==> config.mk <==
export PLATFORM = sky130hd
export DESIGN_NAME = min_linger_subflow_select_unit
export DESIGN_NICKNAME = d
export VERILOG_FILES = /design/src/rtl/mlss_pkg.sv /design/src/rtl/min_linger_subflow_select_unit.sv /design/src/rtl/mlss_div.sv
export SDC_FILE = /design/constraint.sdc
export NUM_CORES = 1
export LEC_CHECK = 0
export ABC_AREA = 0
export ABC_CLOCK_PERIOD_IN_PS = 9000
export BUFFER_PORTS_ARGS = -buffer_cell sky130_fd_sc_hd__buf_2
export CAP_MARGIN = 20
export CORE_ASPECT_RATIO = 1.25
export CORE_MARGIN = 1.5
export CORE_UTILIZATION = 50
export DETAILED_ROUTE_END_ITERATION = 7
export PLACE_DENSITY = 0.7
export SLEW_MARGIN = 5
export SYNTH_ARGS = -nofsm -noshare
export SYNTH_HDL_FRONTEND = slang
export SYNTH_SLANG_ARGS = --single-unit
==> constraint.sdc <==
create_clock -name clk -period 9 [get_ports clk]
set_input_delay 0.45 -clock clk [delete_from_list [all_inputs] [get_ports clk]]
set_output_delay 0.45 -clock clk [all_outputs]
set_load 0.05 [all_outputs]
==> src/rtl/mlss_pkg.sv <==
// Shared types and constants for the minimum-linger subflow select unit.
`default_nettype none
package mlss_pkg;

	localparam int SLOTS        = 8;
	localparam int SLOT_W       = 3;
	localparam int QUEUED_W     = 31;
	localparam int RATE_W       = 32;
	localparam int TIME_W       = 64;
	localparam int LINGER_SHIFT = 32;
	localparam int DIV_STEPS    = TIME_W;
	localparam int DIV_CNT_W    = $clog2(DIV_STEPS);

	localparam logic [TIME_W-1:0] NONE_TIME = '1;

	typedef enum logic [1:0] {
		ST_IDLE,
		ST_DIV,
		ST_FIN
	} mlss_state_t;

	typedef struct packed {
		logic start;
	} mlss_div_ctl_t;

	typedef struct packed {
		logic busy;
		logic done;
	} mlss_div_sts_t;

endpackage
`default_nettype wire

==> src/rtl/min_linger_subflow_select_unit.sv <==
// Minimum-linger subflow select: per-slot linger divide and running minimum.
// Steps: a qualifying item is accepted, divided bit-serially by mlss_div and folded
// into the running minimum; a skipped item is only accepted. After a last item the finish
// step loads the result once the output is free. No new item is taken while a divide runs.
// Reset: arst_n clears the sequencer, divider control, output valid and the
// running minimum (all-ones time, slot 0).
`default_nettype none
module min_linger_subflow_select_unit (
	input  wire logic                            clk,
	input  wire logic                            arst_n,
	input  wire logic                            in_valid,
	output logic                                 in_ready,
	input  wire logic [mlss_pkg::SLOT_W-1:0]     slot,
	input  wire logic                            metric_present,
	input  wire logic [mlss_pkg::QUEUED_W-1:0]   queued_bytes,
	input  wire logic [mlss_pkg::RATE_W-1:0]     pacing_rate,
	input  wire logic                            last_slot,
	output logic                                 out_valid,
	input  wire logic                            out_ready,
	output logic [mlss_pkg::SLOT_W-1:0]          chosen_slot,
	output logic [mlss_pkg::TIME_W-1:0]          min_linger
);
	import mlss_pkg::*;

	mlss_state_t state_q, state_d;

	logic [SLOT_W-1:0] slot_q;
	logic              last_q;
	logic [TIME_W-1:0] best_time_q;
	logic [SLOT_W-1:0] best_slot_q;
	logic              out_valid_q;
	logic [SLOT_W-1:0] out_slot_q;
	logic [TIME_W-1:0] out_time_q;

	mlss_div_ctl_t     div_ctl;
	mlss_div_sts_t     div_sts;
	logic [TIME_W-1:0] div_quo;
	logic [TIME_W-1:0] dividend;

	logic in_acc;
	logic qualifies;
	logic out_free;
	logic load_out;

	assign in_acc    = in_valid && in_ready;
	assign qualifies = metric_present && (pacing_rate != '0) && (32'(slot) < 32'(SLOTS));
	assign out_free  = !out_valid_q || out_ready;
	assign dividend  = TIME_W'(queued_bytes) << LINGER_SHIFT;

	mlss_div u_div (
		.clk      (clk),
		.arst_n   (arst_n),
		.ctl      (div_ctl),
		.dividend (dividend),
		.divisor  (pacing_rate),
		.sts      (div_sts),
		.quotient (div_quo)
	);

	always_comb begin
		state_d = state_q;
		unique case (state_q)
			ST_IDLE: begin
				if (in_acc) begin
					if (qualifies) state_d = ST_DIV;
					else if (last_slot) state_d = ST_FIN;
				end
			end
			ST_DIV: begin
				if (div_sts.done) state_d = last_q ? ST_FIN : ST_IDLE;
			end
			ST_FIN: begin
				if (out_free) state_d = ST_IDLE;
			end
			default: state_d = ST_IDLE;
		endcase
	end

	always_comb begin
		in_ready      = 1'b0;
		div_ctl.start = 1'b0;
		load_out      = 1'b0;
		unique case (state_q)
			ST_IDLE: begin
				in_ready      = 1'b1;
				div_ctl.start = in_valid && qualifies;
			end
			ST_DIV: ;
			ST_FIN: load_out = out_free;
			default: ;
		endcase
	end

	always_ff @(posedge clk or negedge arst_n) begin
		if (!arst_n) begin
			state_q     <= ST_IDLE;
			best_time_q <= NONE_TIME;
			best_slot_q <= '0;
			out_valid_q <= 1'b0;
		end else begin
			state_q <= state_d;
			if (load_out) begin
				// result taken, running minimum back to its idle values
				best_time_q <= NONE_TIME;
				best_slot_q <= '0;
			end else if (state_q == ST_DIV && div_sts.done && div_quo < best_time_q) begin
				best_time_q <= div_quo;
				best_slot_q <= slot_q;
			end
			if (load_out) out_valid_q <= 1'b1;
			else if (out_ready) out_valid_q <= 1'b0;
		end
	end

	always_ff @(posedge clk) begin
		if (in_acc) begin
			slot_q <= slot;
			last_q <= last_slot;
		end
		if (load_out) begin
			out_slot_q <= best_slot_q;
			out_time_q <= best_time_q;
		end
	end

	assign out_valid   = out_valid_q;
	assign chosen_slot = out_slot_q;
	assign min_linger  = out_time_q;

	a_ready_div_idle: assert property (@(posedge clk) disable iff (!arst_n)
		in_ready |-> !div_sts.busy)
		else $error("input ready while divider busy");

	a_div_done_leaves: assert property (@(posedge clk) disable iff (!arst_n)
		(state_q == ST_DIV && div_sts.done) |=> state_q != ST_DIV)
		else $error("sequencer stuck after divide done");

	a_out_from_fin: assert property (@(posedge clk) disable iff (!arst_n)
		$rose(out_valid) |-> $past(state_q) == ST_FIN)
		else $error("result raised outside finish step");

	a_chosen_has_time: assert property (@(posedge clk) disable iff (!arst_n)
		(out_valid && chosen_slot != '0) |-> min_linger != NONE_TIME)
		else $error("chosen slot carries no-candidate time");

endmodule
`default_nettype wire

==> src/rtl/mlss_div.sv <==
// Restoring 64-by-32 unsigned divider, one quotient bit per cycle.
`default_nettype none
module mlss_div (
	input  wire logic                          clk,
	input  wire logic                          arst_n,
	input  wire mlss_pkg::mlss_div_ctl_t       ctl,
	input  wire logic [mlss_pkg::TIME_W-1:0]   dividend,
	input  wire logic [mlss_pkg::RATE_W-1:0]   divisor,
	output mlss_pkg::mlss_div_sts_t            sts,
	output logic [mlss_pkg::TIME_W-1:0]        quotient
);
	import mlss_pkg::*;

	logic                 busy_q;
	logic                 done_q;
	logic [DIV_CNT_W-1:0] cnt_q;
	logic [RATE_W:0]      rem_q;
	logic [TIME_W-1:0]    quo_q;
	logic [RATE_W-1:0]    dsr_q;

	logic [RATE_W:0] rem_sh;
	logic [RATE_W:0] rem_diff;
	logic            fits;

	// quo_q shifts dividend bits out at the top and quotient bits in at the bottom
	always_comb begin
		rem_sh   = {rem_q[RATE_W-1:0], quo_q[TIME_W-1]};
		fits     = rem_sh >= {1'b0, dsr_q};
		rem_diff = rem_sh - {1'b0, dsr_q};
	end

	always_ff @(posedge clk or negedge arst_n) begin
		if (!arst_n) begin
			busy_q <= 1'b0;
			done_q <= 1'b0;
			cnt_q  <= '0;
		end else begin
			done_q <= !ctl.start && busy_q && (cnt_q == DIV_CNT_W'(DIV_STEPS - 1));
			if (ctl.start) begin
				busy_q <= 1'b1;
				cnt_q  <= '0;
			end else if (busy_q) begin
				cnt_q <= cnt_q + 1'b1;
				if (cnt_q == DIV_CNT_W'(DIV_STEPS - 1)) begin
					busy_q <= 1'b0;
				end
			end
		end
	end

	always_ff @(posedge clk) begin
		if (ctl.start) begin
			rem_q <= '0;
			quo_q <= dividend;
			dsr_q <= divisor;
		end else if (busy_q) begin
			rem_q <= fits ? rem_diff : rem_sh;
			quo_q <= {quo_q[TIME_W-2:0], fits};
		end
	end

	assign sts.busy = busy_q;
	assign sts.done = done_q;
	assign quotient = quo_q;

endmodule
`default_nettype wire
# Word-level counts from Yosys, hierarchy flattened
# Index checks and enable logic that the tools add are counted.
# W data, S select, Z words.
[totals]
out_inout_bits = 69
ff_bits = 277
[classes]
add_sub_neg = 2
n_reduce_logical = 16
magnitude_cmp = 2
n_eq_ne = 7
n_mux = 24
[ops]
columns = ["op", "n"]
rows = [
  ["$mux W64", 2],
  ["$mux W63", 2],
  ["$lt A64 B64 Y1", 1],
  ["$ge A33 B32 Y1", 1],
  ["$mux W32", 1],
  ["$reduce_bool A32 Y1", 1],
  ["$sub A32 B32 Y32", 1],
  ["$mux W2", 6],
  ["$mux W6", 2],
  ["$mux W1", 8],
  ["$logic_and A1 B1 Y1", 7],
  ["$add A6 B1 Y6 const B", 1],
  ["$eq A6 B6 Y1 const B", 1],
  ["$mux W3", 2],
  ["$pmux W2 S3", 1],
  ["$reduce_bool A2 Y1", 3],
  ["$ne A2 B2 Y1 const B", 2],
  ["$reduce_and A4 Y1", 1],
  ["$ne A3 B3 Y1 const B", 1],
  ["$eq A2 B1 Y1 const B", 1],
  ["$eq A2 B2 Y1 const B", 1],
  ["$logic_not A1 Y1", 2],
  ["$logic_not A2 Y1", 1],
  ["$ne A2 B1 Y1 const B", 1],
  ["$logic_or A1 B1 Y1", 1],
]

# Longest topological paths before layout
[depth]
depth_word = 7
ltp_mapped = 13
mapped_depth_nobuf = 12

# Cells and area by module
# From an unflattened synthesis, not the netlist that was laid out.
[hier_totals]
cells_unflattened = 1124
hier_area_um2 = 13700.6
[modules_own_cells]
columns = ["module", "cells_per_inst", "seq_area_each_um2", "area_per_inst_um2", "n_inst"]
rows = [
  ["mlss_div", 638, 3723.6, 7257.0, 1],
  ["min_linger_subflow_select_unit", 486, 3963.8, 6443.7, 1],
]

# Least setup slack after synthesis
# Ideal clock, no wire load.
[synth_path]
path_type = "register to register"
from = "register state_q[1]"
to = "register u_div.quo_q[32], in the netlist u_div.quotient[32] (enable)"
path_slack_ns = 4.995
required_ns = 8.538
t_arrival_ns = 3.543
setup_ns = 0.462
n_path_buf = 0
path_stages_with_launch = 4
path_cell_list = "dfrtp_1 -> nor2_1 -> nand2_1 -> o21ai_0"
[synth_between]
elab_chain_len = 3
[synth_lines]
columns = ["item", "line_no", "source"]
rows = [
  ["start: declaration", "min_linger_subflow_select_unit.sv:25", "mlss_state_t state_q, state_d;"],
  ["start signal: assignment", "min_linger_subflow_select_unit.sv:101", "state_q <= state_d;"],
  ["$logic_not A2 Y1", "min_linger_subflow_select_unit.sv:83", "unique case (state_q)"],
  ["$mux W1", "min_linger_subflow_select_unit.sv:83", ""],
  ["$reduce_bool A2 Y1 (no line)", "n/a", ""],
  ["end signal: assignment", "mlss_div.sv:54", "quo_q <= dividend;"],
  ["end signal: assignment", "mlss_div.sv:58", "quo_q <= {quo_q[TIME_W-2:0], fits};"],
  ["end: declaration", "mlss_div.sv:18", "logic [TIME_W-1:0] quo_q;"],
]
# No other way between the ends.
# A chain may end at the register's enable or synchronous reset.

# Final worst setup path
[layout_path]
from = "register u_div.dsr_q[3]"
to = "register u_div.rem_q[29]"
[layout_between]
elab_chain_len = 2
word_cells_on_any_way = 3
[layout_lines]
columns = ["item", "line_no", "source"]
rows = [
  ["start: declaration", "mlss_div.sv:19", "logic [RATE_W-1:0] dsr_q;"],
  ["start signal: assignment", "mlss_div.sv:55", "dsr_q <= divisor;"],
  ["$sub A32 B32 Y32 or $ge A33 B32 Y1 (tied branches)", "mlss_div.sv:29, mlss_div.sv:28", ""],
  ["$mux W32 *", "mlss_div.sv:57", "rem_q <= fits ? rem_diff : rem_sh;"],
  ["end signal: assignment", "mlss_div.sv:57", ""],
  ["end: declaration", "mlss_div.sv:17", "logic [RATE_W:0] rem_q;"],
]
# Every way passes the cells marked *; elsewhere a longest branch is shown, timed or not.

==> flow_summary.toml <==
[run_status]
status = "completed"

[cells_and_area]
fillers = 2330
regArea_um2 = 7360
drive_gt1_frac = 0.233
syn2layout_area_growth_pct = 13.8
postLayoutCoreUtil = 0.576
finalNetCount = 1567
multi_input_area_um2 = 5900

[drt]
drt_iter0_drc = 358
drc = 0
drt_pass1_iterations = 5
via_per_inst = 5.43
vias = 9617
wl_um = 28000
wl_per_cell_um = 15.8
drtAntennaViolNets = 0

[sta]
finalSetupTns_ps = 0
rsz0062_at_grt = "no"
finalCritPeriodShare = 0.389
worst_slew_pin_slew_ps = 1070
timing.fmax_ghz = 0.285
finalHoldViolCount = 0
clock_skew_ps = 9.73
slew_viol_final = 0
min_period_ps = 3500
relSlewSlack = 0.289
finalSetupViolCount = 0

[critical_path]
endpoint_kind = "flop"
worstPathArrival_ps = 3890
crit_fanout = 8
reg2reg_slack_ps = 5500
critPathKind = "reg -> reg"
critical_path_required_ps = 9380
start_kind = "flop"

[global_routing]
grt_max_degree = 120
grt_pass1_wl_um = 46600
grtUsageTotal = 0.195
antenna_found_initial = 1
first_global_vias = 9709
grt-ovfl-total = 0

[floorplanning]
coreArea_um2 = 27500
io-pin-count = 141
die_y_um = 189
die_width_um = 152
dieArea_um2 = 28800
std_cell_rows = 68
initial_core_util = 0.506

[synthesis]
synth_seq_cells = 277
ys_seq_area_frac = 0.529
synthArstFlopShare = 0.282
synth-edff-count = 134
synthCells = 1277
netlist_area_um2 = 13900
ys.flop_type = "edfxtp_1"
synth_largest_area_cell = "edfxtp_1"
yosysMostFrequentCell = "nand2_1"
syn_nets = 1446
yosysUniqueCellTypes = 59
yosys_warnings = 0
synth_top_area_share = 0.289
synth.avg_cell_area_um2 = 10.9
synth_area_leaders = "edfxtp_1, dfstp_2, dfxtp_1"
yosys-top-cells-count = "nand2_1, edfxtp_1, inv_1, nor2_1, ha_1"

[clock_tree]
root_buffer = "clkbuf_16"
clk_pin_slew_ps = 60
cts_resized = 0
htreeDepth = 1
cts_buffers = 28
postCtsSetupBuffers = 0
insertion_delay_ps = 540
tritoncts = "built"
cts.sinks = 277
cts_buffer_depth = 3

[power_and_ir_drop]
seqPwrFrac = 0.399
power_density_nw_per_um2 = 349
leakagePower_uw = 0.00742
pwr-share-comb = 0.393
pwr-share-clk = 0.208
worst_ir_drop_vdd_mv = 0.193
power_switching_share = 0.351
intPower_uw = 3590
p_switching_uw = 1940

[placement]
numPortBuffers = 140
place_congestion = 0.905
dp_hpwl_um = 19300

[worst_hold_path]
hp-class = "in -> reg"

[flow_run]
cap_violations = 0
logic make-up after synthesis:
kind of cell,count (synthesis),synth area share
adder cells (fa/ha/maj),97,0.0878
buffers and inverters,168,0.0481
multiplexers,115,0.0962
XOR/XNOR,27,0.0170
AO/OA/AOI/OAI,239,0.110
AND/OR/NAND/NOR,354,0.112
flip-flops,277,0.529
power groups by stage:
stage	clock (uW)	sequential, uW	combinational [uW]
after floorplan	0	2090	1770
after global placement	0	2210	2090
after detailed placement	0	2220	2170
after CTS	1180	2210	2190
after global routing	1230	2260	2480
final	1150	2200	2170
layer usage:
layer,share of wire,global-route usage,vias up
met3,0.041,0.0259,55
met4,0.029,0.0642,0
met1,0.42,0.227,4595
li1,-,-,4759
met2,0.51,0.366,208
met5,0,0,-
final cells by class:
type | count | area share
Antenna cell | 1 | 0.000158
Sequential cell | 277 | 0.465
Inverter | 108 | 0.0256
Clock buffer | 36 | 0.0474
Tap cell | 350 | 0.0277
Clock inverter | 16 | 0.0107
Multi-Input combinational cell | 832 | 0.373
Timing Repair Buffer | 151 | 0.0506
stage by stage:
step | instance area [um2] | worst slack [ps] | std cells | power, uW | hold slack (ps)
after global placement | 14900 | 5120 | 1716 | 4300 | 420
after floorplan | 13900 | 5000 | 1277 | 3870 | 154
after global routing | 15800 | 5230 | 1771 | 5970 | 70.1
after detailed placement | 14900 | 5030 | 1716 | 4390 | 429
final | 15800 | 5500 | 1771 | 5530 | 90.2
after CTS | 15800 | 5480 | 1769 | 5570 | 69.7
flip-flops by register name (all words and copies together) (netlist names), 2 cells and up:
name            cells
slot_q              3
best_slot_q         3
u_div.rem_q        32
u_div.cnt_q         6
u_div.dsr_q        32
u_div.quotient     64
chosen_slot         3
best_time_q        64
state_q             2
min_linger         64
path summary, 6_finish.rpt:
path                                             from                            to  cells past startpoint
max                          u_div.dsr_q[3]$_DFFE_PP_  u_div.rem_q[29]$_SDFFE_PP0P_                     12
min reg2reg                best_slot_q[2]$_DFFE_PN0P_      chosen_slot[2]$_DFFE_PP_                      0
min in group asynchronous                      arst_n    best_slot_q[0]$_DFFE_PN0P_                      2
min                                           slot[0]           slot_q[0]$_DFFE_PP_                      1
max in group asynchronous                      arst_n   best_time_q[33]$_DFFE_PN1P_                      3
max reg2reg                  u_div.dsr_q[3]$_DFFE_PP_  u_div.rem_q[29]$_SDFFE_PP0P_                     12
worst max-delay path, stage by stage, from the launching register on:
cell	delay (ps)
edfxtp_1	350
inv_1	90
ha_1	290
a21o_1	210
a21oi_1	230
a21oi_1	130
o31a_1	320
o21ai_1	480
o21ai_1	460
buf_4	310
or3_1	320
o221ai_1	80
a211oi_1	90
placed cells by master, fill, tap and decap left out, types with 12 or more instances in the layout:
cell,netlist,routed
mux2_4,27,27
dfrtp_1,14,13
clkbuf_16,0,28
mux2i_1,47,47
a21oi_1,55,55
xnor2_1,15,15
inv_1,107,106
nand2_1,160,160
buf_2,7,139
mux2_2,40,40
nor2_1,99,98
a211oi_1,23,23
edfxtp_1,134,134
xor2_1,12,12
nand4_1,25,25
a21o_1,43,43
o21ai_0,60,59
ha_1,96,96
dfstp_2,64,64
dfxtp_1,65,65
repair_timing:
item	in CTS	in global routing
endpoints found under the setup margin	0	0
hold buffers	1	0
hold endpoints to repair	14	0
Power figures use the tool's default switching activity.
